[config.mk]
export PLATFORM = sky130hd
export DESIGN_NAME = rsa_modular_exponentiation_unit
export DESIGN_NICKNAME = d
export VERILOG_FILES = /design/src/rtl/rsa_pkg.sv /design/src/rtl/rsa_modular_exponentiation_unit.sv /design/src/rtl/rsa_cell.sv /design/src/rtl/rsa_chain.sv
export SDC_FILE = /design/constraint.sdc
export NUM_CORES = 2
export LEC_CHECK = 0
export BUFFER_PORTS_ARGS = -buffer_cell sky130_fd_sc_hd__buf_2
export CAP_MARGIN = 5
export CORE_UTILIZATION = 47
export DETAILED_ROUTE_END_ITERATION = 8
export SKIP_CTS_REPAIR_TIMING = 1
export SYNTH_ARGS = -nofsm -noshare
export SYNTH_HDL_FRONTEND = slang
export SYNTH_SLANG_ARGS = --single-unit
export TNS_END_PERCENT = 5
[constraint.sdc]
create_clock -name i_clk -period 17.7 [get_ports i_clk]
set_input_delay 0.885 -clock i_clk [delete_from_list [all_inputs] [get_ports i_clk]]
set_output_delay 0.885 -clock i_clk [all_outputs]
set_load 0.005 [all_outputs]
[src/rtl/rsa_pkg.sv]
package rsa_pkg;

    localparam int unsigned DefaultWidth = 16;

    // register indexes on the configuration port
    localparam logic [1:0] RegModulus    = 2'd0;
    localparam logic [1:0] RegPublicExp  = 2'd1;
    localparam logic [1:0] RegPrivateExp = 2'd2;

    typedef enum logic [2:0] {
        t_idle,
        t_reduce,
        t_square,
        t_mult,
        t_done
    } t_state;

    // control from the sequencer to the cell chain
    typedef struct packed {
        logic load;   // start a modular multiply: load both operands, restart the token
        logic step;   // shift one multiplier bit through the chain
    } t_cell_ctrl;

endpackage

[src/rtl/rsa_modular_exponentiation_unit.sv]
// Channel   Dir  Payload
// s_axis    in   tdata {message}, tuser {op}
// m_axis    out  tdata {result}
// cfg       in   i_cfg_we / i_cfg_idx / i_cfg_data
// Each item first reduces the message, then runs WIDTH squarings plus one
// multiply per set exponent bit, then hands the result off; a new message is
// taken only in idle. When n < 2 the exponent walk is skipped and the result is 0.
// Synchronous active-low reset; registers return to n=2, exponents 1.
// Output register holds the result under stall while the next word is taken.
module rsa_modular_exponentiation_unit #(
    parameter int unsigned WIDTH = rsa_pkg::DefaultWidth
) (
    input  logic               i_clk,
    input  logic               i_rst_n,
    input  logic               s_axis_tvalid,
    output logic               s_axis_tready,
    input  logic [((WIDTH+7)/8)*8-1:0] s_axis_tdata,   // message
    input  logic               s_axis_tuser,           // op
    output logic               m_axis_tvalid,
    input  logic               m_axis_tready,
    output logic [((WIDTH+7)/8)*8-1:0] m_axis_tdata,   // result
    input  logic               i_cfg_we,
    input  logic [1:0]         i_cfg_idx,
    input  logic [WIDTH-1:0]   i_cfg_data
);
    import rsa_pkg::*;

    localparam int unsigned CntW = $clog2(WIDTH + 2);
    localparam int unsigned PadW = ((WIDTH+7)/8)*8;

    logic [WIDTH-1:0] r_mod, r_pub, r_priv;
    t_state           r_state, n_state;
    logic [WIDTH-1:0] r_base, r_exp, r_res;
    logic [WIDTH-1:0] r_rem;
    logic [WIDTH-1:0] r_msg;
    logic [CntW-1:0]  r_cnt;
    logic             r_ovld;
    t_cell_ctrl       w_ctrl;
    logic [WIDTH-1:0] w_prod, w_a, w_b;
    logic             w_take, w_busy;
    logic [WIDTH:0]   w_try;

    // configuration registers
    always_ff @(posedge i_clk) begin
        if (!i_rst_n) begin
            r_mod  <= WIDTH'(2);
            r_pub  <= WIDTH'(1);
            r_priv <= WIDTH'(1);
        end else if (i_cfg_we) begin
            case (i_cfg_idx)
                RegModulus:    r_mod  <= i_cfg_data;
                RegPublicExp:  r_pub  <= i_cfg_data;
                RegPrivateExp: r_priv <= i_cfg_data;
                default: ;
            endcase
        end
    end

    assign w_busy = (r_state != t_idle) && (r_state != t_done);
    assign s_axis_tready = (r_state == t_idle);
    assign w_take = s_axis_tvalid && s_axis_tready;
    assign w_try  = {r_rem, r_msg[WIDTH-1]} - {1'b0, r_mod};

    // sequencer; operands of the next multiply come from the product (1 after the reduce, b = base for a multiply)
    always_comb begin
        n_state = r_state;
        w_ctrl  = '0;
        w_a     = w_prod;
        w_b     = w_prod;
        case (r_state)
            t_idle:   if (w_take) n_state = t_reduce;
            t_reduce: begin
                w_a = WIDTH'(1);
                w_b = WIDTH'(1);
                if (r_cnt == CntW'(WIDTH)) begin
                    n_state = (r_mod < WIDTH'(2)) ? t_done : t_square;
                    w_ctrl.load = 1'b1;
                end
            end
            t_square, t_mult: begin
                if (r_cnt == CntW'(WIDTH)) begin
                    if (r_state == t_square && r_exp[WIDTH-1]) begin
                        n_state = t_mult;
                        w_b = r_base;
                        w_ctrl.load = 1'b1;
                    end else if (r_msg == WIDTH'(1)) begin
                        n_state = t_done;
                    end else begin
                        n_state = t_square;
                        w_ctrl.load = 1'b1;
                    end
                end else begin
                    w_ctrl.step = 1'b1;
                end
            end
            t_done:   if (!r_ovld || m_axis_tready) n_state = t_idle;
            default:  n_state = t_idle;
        endcase
    end

    always_ff @(posedge i_clk) begin
        if (!i_rst_n) r_state <= t_idle;
        else          r_state <= n_state;
    end

    // datapath: restoring reduce, then exponent walk (r_msg counts bits left)
    always_ff @(posedge i_clk) begin
        if (!i_rst_n) begin
            r_cnt <= '0;
        end else begin
            case (r_state)
                t_idle: begin
                    r_cnt <= '0;
                    r_rem <= '0;
                    r_msg <= s_axis_tdata[WIDTH-1:0];
                    r_exp <= s_axis_tuser ? r_priv : r_pub;
                end
                t_reduce: begin
                    if (r_cnt == CntW'(WIDTH)) begin
                        r_base <= r_rem;
                        r_cnt  <= '0;
                        r_msg  <= WIDTH'(WIDTH);
                        r_res  <= '0;
                    end else begin
                        r_rem <= w_try[WIDTH] ? {r_rem[WIDTH-2:0], r_msg[WIDTH-1]}
                                              : w_try[WIDTH-1:0];
                        r_msg <= {r_msg[WIDTH-2:0], 1'b0};
                        r_cnt <= r_cnt + CntW'(1);
                    end
                end
                t_square, t_mult: begin
                    if (r_cnt == CntW'(WIDTH)) begin
                        r_cnt <= '0;
                        if (!(r_state == t_square && r_exp[WIDTH-1])) begin
                            r_exp <= {r_exp[WIDTH-2:0], 1'b0};
                            r_msg <= r_msg - WIDTH'(1);
                            r_res <= w_prod;
                        end
                    end else begin
                        r_cnt <= r_cnt + CntW'(1);
                    end
                end
                default: ;
            endcase
        end
    end

    rsa_chain #(.WIDTH(WIDTH)) u_chain (
        .i_clk  (i_clk),
        .i_rst_n(i_rst_n),
        .i_ctrl (w_ctrl),
        .i_n    (r_mod),
        .i_a    (w_a),
        .i_b    (w_b),
        .o_prod (w_prod)
    );

    // output register
    always_ff @(posedge i_clk) begin
        if (!i_rst_n) begin
            r_ovld <= 1'b0;
        end else if (r_state == t_done && (!r_ovld || m_axis_tready)) begin
            r_ovld <= 1'b1;
            m_axis_tdata <= PadW'(r_res);
        end else if (m_axis_tready) begin
            r_ovld <= 1'b0;
        end
    end

    assign m_axis_tvalid = r_ovld;

    // no new word while the multiplier runs
    a_busy_no_take: assert property (@(posedge i_clk) disable iff (!i_rst_n)
        w_busy |-> !s_axis_tready) else $error("accept while busy");
    a_done_idle: assert property (@(posedge i_clk) disable iff (!i_rst_n)
        (r_state == t_done && m_axis_tready) |=> r_state == t_idle) else $error("stuck done");
    a_out_set: assert property (@(posedge i_clk) disable iff (!i_rst_n)
        (r_state == t_done && !r_ovld) |=> r_ovld) else $error("result lost");
endmodule

[src/rtl/rsa_cell.sv]
// One cell of the modular multiply chain: one doubling-and-add step,
// acc' = (2*acc + bit*a) mod n, with acc and a both below n.
module rsa_cell #(
    parameter int unsigned WIDTH = rsa_pkg::DefaultWidth
) (
    input  logic             i_clk,
    input  logic             i_rst_n,
    input  logic             i_en,
    input  logic [WIDTH-1:0] i_n,
    input  logic [WIDTH-1:0] i_a,
    input  logic             i_bit,
    input  logic [WIDTH-1:0] i_acc,
    output logic [WIDTH-1:0] o_acc
);
    import rsa_pkg::*;

    logic [WIDTH:0]   w_dbl;
    logic [WIDTH-1:0] w_d;
    logic [WIDTH:0]   w_sum;
    logic [WIDTH-1:0] n_acc;
    logic [WIDTH-1:0] r_acc;

    // double, then conditionally add, each reduced by one subtract
    always_comb begin
        w_dbl = {i_acc, 1'b0};
        w_d   = (w_dbl >= {1'b0, i_n}) ? WIDTH'(w_dbl - {1'b0, i_n}) : w_dbl[WIDTH-1:0];
        w_sum = {1'b0, w_d} + (i_bit ? {1'b0, i_a} : '0);
        n_acc = (w_sum >= {1'b0, i_n}) ? WIDTH'(w_sum - {1'b0, i_n}) : w_sum[WIDTH-1:0];
    end

    // hold the partial product
    always_ff @(posedge i_clk) begin
        if (!i_rst_n) begin
            r_acc <= '0;
        end else if (i_en) begin
            r_acc <= n_acc;
        end
    end

    assign o_acc = r_acc;
endmodule

[src/rtl/rsa_chain.sv]
// Modular multiplier: the multiplier bits enter the cell row MSB first,
// one cell per bit position; the last cell holds the finished product.
module rsa_chain #(
    parameter int unsigned WIDTH = rsa_pkg::DefaultWidth
) (
    input  logic                  i_clk,
    input  logic                  i_rst_n,
    input  rsa_pkg::t_cell_ctrl   i_ctrl,
    input  logic [WIDTH-1:0]      i_n,
    input  logic [WIDTH-1:0]      i_a,
    input  logic [WIDTH-1:0]      i_b,
    output logic [WIDTH-1:0]      o_prod
);
    import rsa_pkg::*;

    logic [WIDTH-1:0] r_b;
    logic [WIDTH-1:0] r_a;
    logic [WIDTH-1:0] w_acc [WIDTH+1];
    logic [WIDTH-1:0] r_bits;     // valid token per cell
    logic             w_en [WIDTH];

    // hold operands, shift multiplier out MSB first
    always_ff @(posedge i_clk) begin
        if (i_ctrl.load) begin
            r_a <= i_a;
            r_b <= i_b;
        end else if (i_ctrl.step) begin
            r_b <= {r_b[WIDTH-2:0], 1'b0};
        end
    end

    // token marks which cell is active this cycle
    always_ff @(posedge i_clk) begin
        if (!i_rst_n) begin
            r_bits <= '0;
        end else if (i_ctrl.load) begin
            r_bits <= {{(WIDTH-1){1'b0}}, 1'b1};
        end else if (i_ctrl.step) begin
            r_bits <= {r_bits[WIDTH-2:0], 1'b0};
        end
    end

    assign w_acc[0] = '0;

    for (genvar g = 0; g < WIDTH; g++) begin : g_cell
        assign w_en[g] = i_ctrl.step && r_bits[g];
        rsa_cell #(.WIDTH(WIDTH)) u_cell (
            .i_clk  (i_clk),
            .i_rst_n(i_rst_n),
            .i_en   (w_en[g]),
            .i_n    (i_n),
            .i_a    (r_a),
            .i_bit  (r_b[WIDTH-1]),
            .i_acc  (w_acc[g]),
            .o_acc  (w_acc[g+1])
        );
    end

    assign o_prod = w_acc[WIDTH];
endmodule

== Word-level counts from Yosys, hierarchy flattened ==
Index checks and enable logic that the tools add are counted.
Operators by class
  $add $sub $neg: 51
  magnitude comparators: 33
  equal/unequal tests: 14
  mux-type cells: 74
  bitwise operators: 1
  reductions and logical operators: 43
Operators with widths (count)
  $mux 16: 48
  $ge 17x16->1: 31
  $sub 16x16->16: 31
  $add 16x16->17: 16
  $pmux 16 s2: 4
  $pmux 16 s3: 1
  $mux 3: 7
  $logic_and 1x1->1: 19
  $sub 17x16->17: 1
  $eq 16x1->1 const B: 1
  $ge 1x16->1 const A: 1
  $lt 16x2->1 const B: 1
  $sub 1x16->16 const A: 1
  $sub 16x1->16 const B: 1
  $pmux 3 s4: 1
  $reduce_and 4->1: 3
  $reduce_bool 2->1: 6
  $mux 1: 10
  $ne 2x2->1 const B: 5
  $pmux 5 s2: 1
  $reduce_and 2->1: 4
  $eq 3x2->1 const B: 2
  $reduce_and 3->1: 2
  $add 5x1->5 const B: 1
  17 further kinds: 18
Storage, ports and cells
  flip-flop bits (word level): 457
  input port bits: 40

== Logic depth before layout (Yosys ltp) ==
  word-level depth: 6
  mapped depth: 35

== Hierarchy ==
Synthesis repeated with hierarchy kept, for this count alone.
Unflattened totals
  cells, all modules: 7770
  area, all modules: 62130.8 µm²
By module, submodules not included
  rsa_cell (u_chain.g_cell[11].u_cell ...): times used 11, cells each 428, area each 3233.1 µm²
  rsa_cell (u_chain.g_cell[0].u_cell ...): times used 4, cells each 436, area each 3380.7 µm²
  rsa_modular_exponentiation_unit: times used 1, cells each 772, area each 7785.0 µm²
  rsa_cell (u_chain.g_cell[1].u_cell): times used 1, cells each 424, area each 3358.2 µm²
  rsa_chain: times used 1, cells each 122, area each 1900.6 µm²

== Worst setup path after synthesis ==
No wires, ideal clock.
  kind: register -> register
  start point: reg r_mod[1]
  end point: reg u_chain.g_cell[11].u_cell.r_acc[10]
  library setup time: 0.133 ns
  arrival time: 9.072 ns
  path slack: 8.496 ns
  stages on the path, launching flop included: 33
  buffers on the path: 3
  clock period less this slack: 9.204 ns
  cells stage by stage: dfxtp_1 clkinv_1 ha_1 a21o_1 a21oi_1 o21bai_1 a31o_2 a221oi_1 a21oi_1 a21oi_1 o21ai_1 buf_2 mux2_2 ha_1 a21o_1 a21o_1 a2111oi_0 nor4_1 nand2b_1 o21a_1 nor2_1 xnor2_1 ha_1 a21o_1 a21o_1 a21oi_1 o21bai_1 a22oi_1 o2111a_1 buf_2 buf_2 mux2i_1 a21oi_1
Between the ends
  longest elaborated chain between the ends: 5
RTL lines
  start: declaration: line rsa_modular_exponentiation_unit.sv:31  | logic [WIDTH-1:0] r_mod, r_pub, r_priv;
  start signal: assignment: line rsa_modular_exponentiation_unit.sv:51  | RegModulus: r_mod <= i_cfg_data;
  $sub 16x16->16 / $ge 17x16->1 (equally long branches): line rsa_cell.sv:26  | w_d = (w_dbl >= {1'b0, i_n}) ? WIDTH'(w_dbl - {1'b0, i_n}) : w_dbl[WIDTH-1:0];
  $mux 16: line rsa_cell.sv:26
  $add 16x16->17: line rsa_cell.sv:27  | w_sum = {1'b0, w_d} + (i_bit ? {1'b0, i_a} : '0);
  $sub 16x16->16 / $ge 17x16->1 (equally long branches): line rsa_cell.sv:28  | n_acc = (w_sum >= {1'b0, i_n}) ? WIDTH'(w_sum - {1'b0, i_n}) : w_sum[WIDTH-1:0];
  $mux 16 *: line rsa_cell.sv:28
  end signal: assignment: line rsa_cell.sv:36  | r_acc <= n_acc;
  end: declaration: line rsa_cell.sv:21  | logic [WIDTH-1:0] r_acc;
Every way passes the cells marked *; elsewhere a longest branch is shown, timed or not.
A chain may end at the register's enable or synchronous reset.

== Worst setup path after layout ==
  start point: reg r_mod[1]
  end point: reg u_chain.g_cell[15].u_cell.r_acc[13]
Between the ends
  longest elaborated chain between the ends: 5
RTL lines (line)
  $sub 16x16->16 / $ge 17x16->1 (equally long branches): rsa_cell.sv:26
  $mux 16: rsa_cell.sv:26
  $add 16x16->17: rsa_cell.sv:27
  $sub 16x16->16 / $ge 17x16->1 (equally long branches): rsa_cell.sv:28
  $mux 16 *: rsa_cell.sv:28
  end signal: assignment: rsa_cell.sv:36
  end: declaration: rsa_cell.sv:21
Marks and branches as above.

==> impl_metrics.tcl <==
set metrics [dict create \
    synth_top_cell_area_share 0.182 \
    peakVddDrop_v 0.0000850 \
    wl_mm 171 \
    synth-main-ff-cell "dfxtp_1" \
    max_freq_mhz 108 \
    rsz0062_at_grt "false" \
    syn_area_um2 54300 \
    skew_ps 61.9 \
    final_antenna_net_count 0 \
    antenna_found_initial 1 \
    drv_cap 0 \
    ys_seq_area_frac 0.192 \
    grt_overflow_total 0 \
    cp-startpoint "r_mod[1]" \
    worstPathArrival_ps 9810 \
    dieArea_um2 117000 \
    tightest_slew_ps 1230 \
    synth-seq-cells 457 \
    cts_buffers 58 \
    max_slew_margin 0.178 \
    grt_first_pass_wirelength_mm 265 \
    r2r-start "r_mod[1]" \
    cts_num_sinks 457 \
    worstSetupPathType "reg -> reg" \
    setup_tns_ps 0 \
    hp-class "reg -> reg" \
    gp_congestion 0.901 \
    path_clk_slew_ps 70 \
    rows 124 \
    dpl.hpwl_mm 121 \
    clk_path_buf_depth 3 \
    yosys.area.top_type "ha_1" \
    htree_levels 2 \
    clk_latency_ps 710 \
    syn_avg_cell_area_um2 8.04 \
    hold_viol 0 \
    coreArea_um2 115000 \
    vias 49800 \
    crit_top_cell "a21o_1" \
    setup.worst_path.start_class "register" \
    drc 0 \
    die_width_um 342 \
    die_h_um 342 \
    synth_cell_type_count 101 \
    root_buffer "clkbuf_16" \
    io_buffers 57 \
    path_max_fanout 39 \
    drive_gt1_frac 0.0727 \
    status "finished clean" \
    grt_max_degree 144 \
    synth.area.top_cells "ha_1 18%, dfxtp_1 12%, a21oi_1 7.5%" \
    crit_slowest_cell "a21boi_2" \
    fin_crit_sh 0.521 \
    io_pins 58 \
    finalSetupViolations 0 \
    max_stage_delay_ps 950 \
    wl_per_cell_um 20.5 \
    synthesis.instances 6756 \
    hp-start "r_res[10]" \
    end_kind "register" \
    fin_cells 8324 \
    grt.total_usage 0.286 \
    first_iter_violations 3456 \
    finalCriticalPeriod_ps 9230 \
    synth.most_common_cell "a21oi_1" \
    yosysWarnings 0 \
    dp_cells 8214 \
    via_per_inst 5.98 \
    ys_async_sr_fraction 0 \
    synth_common_cells "812 x a21oi_1, 788 x ha_1, 575 x nor2_1" \
    p_leak_uw 0.0260 \
    slew_viol_final 0 \
    area_delta_synth_final_pct 7.51 \
    required_ps 18290 \
    grt_pass1_vias 47400 \
    layout.nets 7639 \
    cts_tree "built" \
    powerDensity_nw_per_um2 79.3 \
    dr.pass1.iters 5 \
    start_util 0.474 \
    synth_edf_count 128 \
]
==> cell type report <==
type | instances | area [µm²]
Inverter | 256 | 967
Tap cell | 1512 | 1890
Multi-Input combinational cell | 5851 | 42200
Sequential cell | 457 | 10400
Antenna cell | 1 | 2.50
Timing Repair Buffer | 139 | 927
Clock buffer | 82 | 1660
Clock inverter | 26 | 333
Fill cell | 11300 | 56100
==> cells in the final DEF (no fill, tap or decap), types with 60 or more instances in the layout <==
cell type,Yosys,routed
a211oi_1,96,94
a21o_1,255,255
a21oi_1,812,811
a31oi_1,60,60
and2_1,75,60
buf_4,10,80
dfxtp_1,329,328
edfxtp_1,128,128
ha_1,788,788
inv_1,253,238
mux2_2,137,137
mux2i_1,133,133
nand2_1,492,491
nand2b_1,81,80
nand3_1,115,115
nand4_1,85,85
nor2_1,575,572
nor2b_1,103,103
nor3_1,136,132
o21a_1,97,97
o21ai_0,476,476
o21bai_1,85,85
xnor2_1,404,404
xor2_1,188,188
==> worst max-delay path: cells and delay by family, from the launching register on <==
kind | cells | cell delay [ps]
compound gates | 20 | 5390
mux | 1 | 400
fa+ha+maj | 3 | 960
buf+inv | 2 | 1210
xor+xnor | 1 | 170
simple gates | 4 | 570
flops | 1 | 350
==> where the power goes <==
part / total, µW / internal, µW / switching [µW]
Combinational: 2250 / 941 / 1310
Sequential: 1130 / 1110 / 19.9
Clock: 1260 / 730 / 531
Total: 4630 / 2780 / 1860
==> per-stage QoR <==
step           hold slack [ps]  utilization  total power, µW  instance area, µm²  setup WS, ps
5_1_grt                    427        0.510             4950               58400          7890
2_1_floorplan              400            -             2920               54300          8500
6_report                   420        0.510             4630               58400          8470
3_5_place_dp               408        0.492             3360               56400          8600
3_3_place_gp               406        0.492             3340               56400          8720
4_1_cts                    412        0.510             4640               58400          8510
==> final timing paths <==
kind                                          to  slack [ps]  cells past startpoint
min reg2reg                     m_axis_tdata[10]         420                      0
min                             m_axis_tdata[10]         420                      0
max          u_chain.g_cell[15].u_cell.o_acc[13]        8470                     31
max reg2reg  u_chain.g_cell[15].u_cell.o_acc[13]        8470                     31
==> cell families after synthesis <==
| family | count (synthesis) | share of synthesized area |
|---|---|---|
| AO/OA/AOI/OAI | 2274 | 0.262 |
| AND/OR/NAND/NOR | 1864 | 0.163 |
| adder cells (fa/ha/maj) | 836 | 0.199 |
| XOR/XNOR | 593 | 0.0958 |
| flip-flops | 457 | 0.192 |
| buffers and inverters | 454 | 0.0335 |
| multiplexers | 277 | 0.0549 |
| other | 1 | 0.0000691 |
==> sequential cells by signal, summed over array words and instances (netlist names) <==
signal	count
m_axis_tvalid	1
r_exp	16
u_chain.r_a	16
r_base	16
r_priv	16
u_chain.r_b	16
u_chain.g_cell.u_cell.o_acc	256
u_chain.r_bits	16
r_mod	16
r_cnt	5
r_rem	16
m_axis_tdata	16
r_res	16
r_msg	16
r_pub	16
r_state	3
==> per-layer routing <==
layer / vias to the layer above / track usage / part of all wire
met5: - / 0 / 0
met4: 0 / 0.0990 / 0.035
met3: 268 / 0.0261 / 0.050
met2: 1156 / 0.479 / 0.46
met1: 23500 / 0.383 / 0.46
li1: 24900 / - / -
Note: power is estimated with default switching activity, not from simulation.
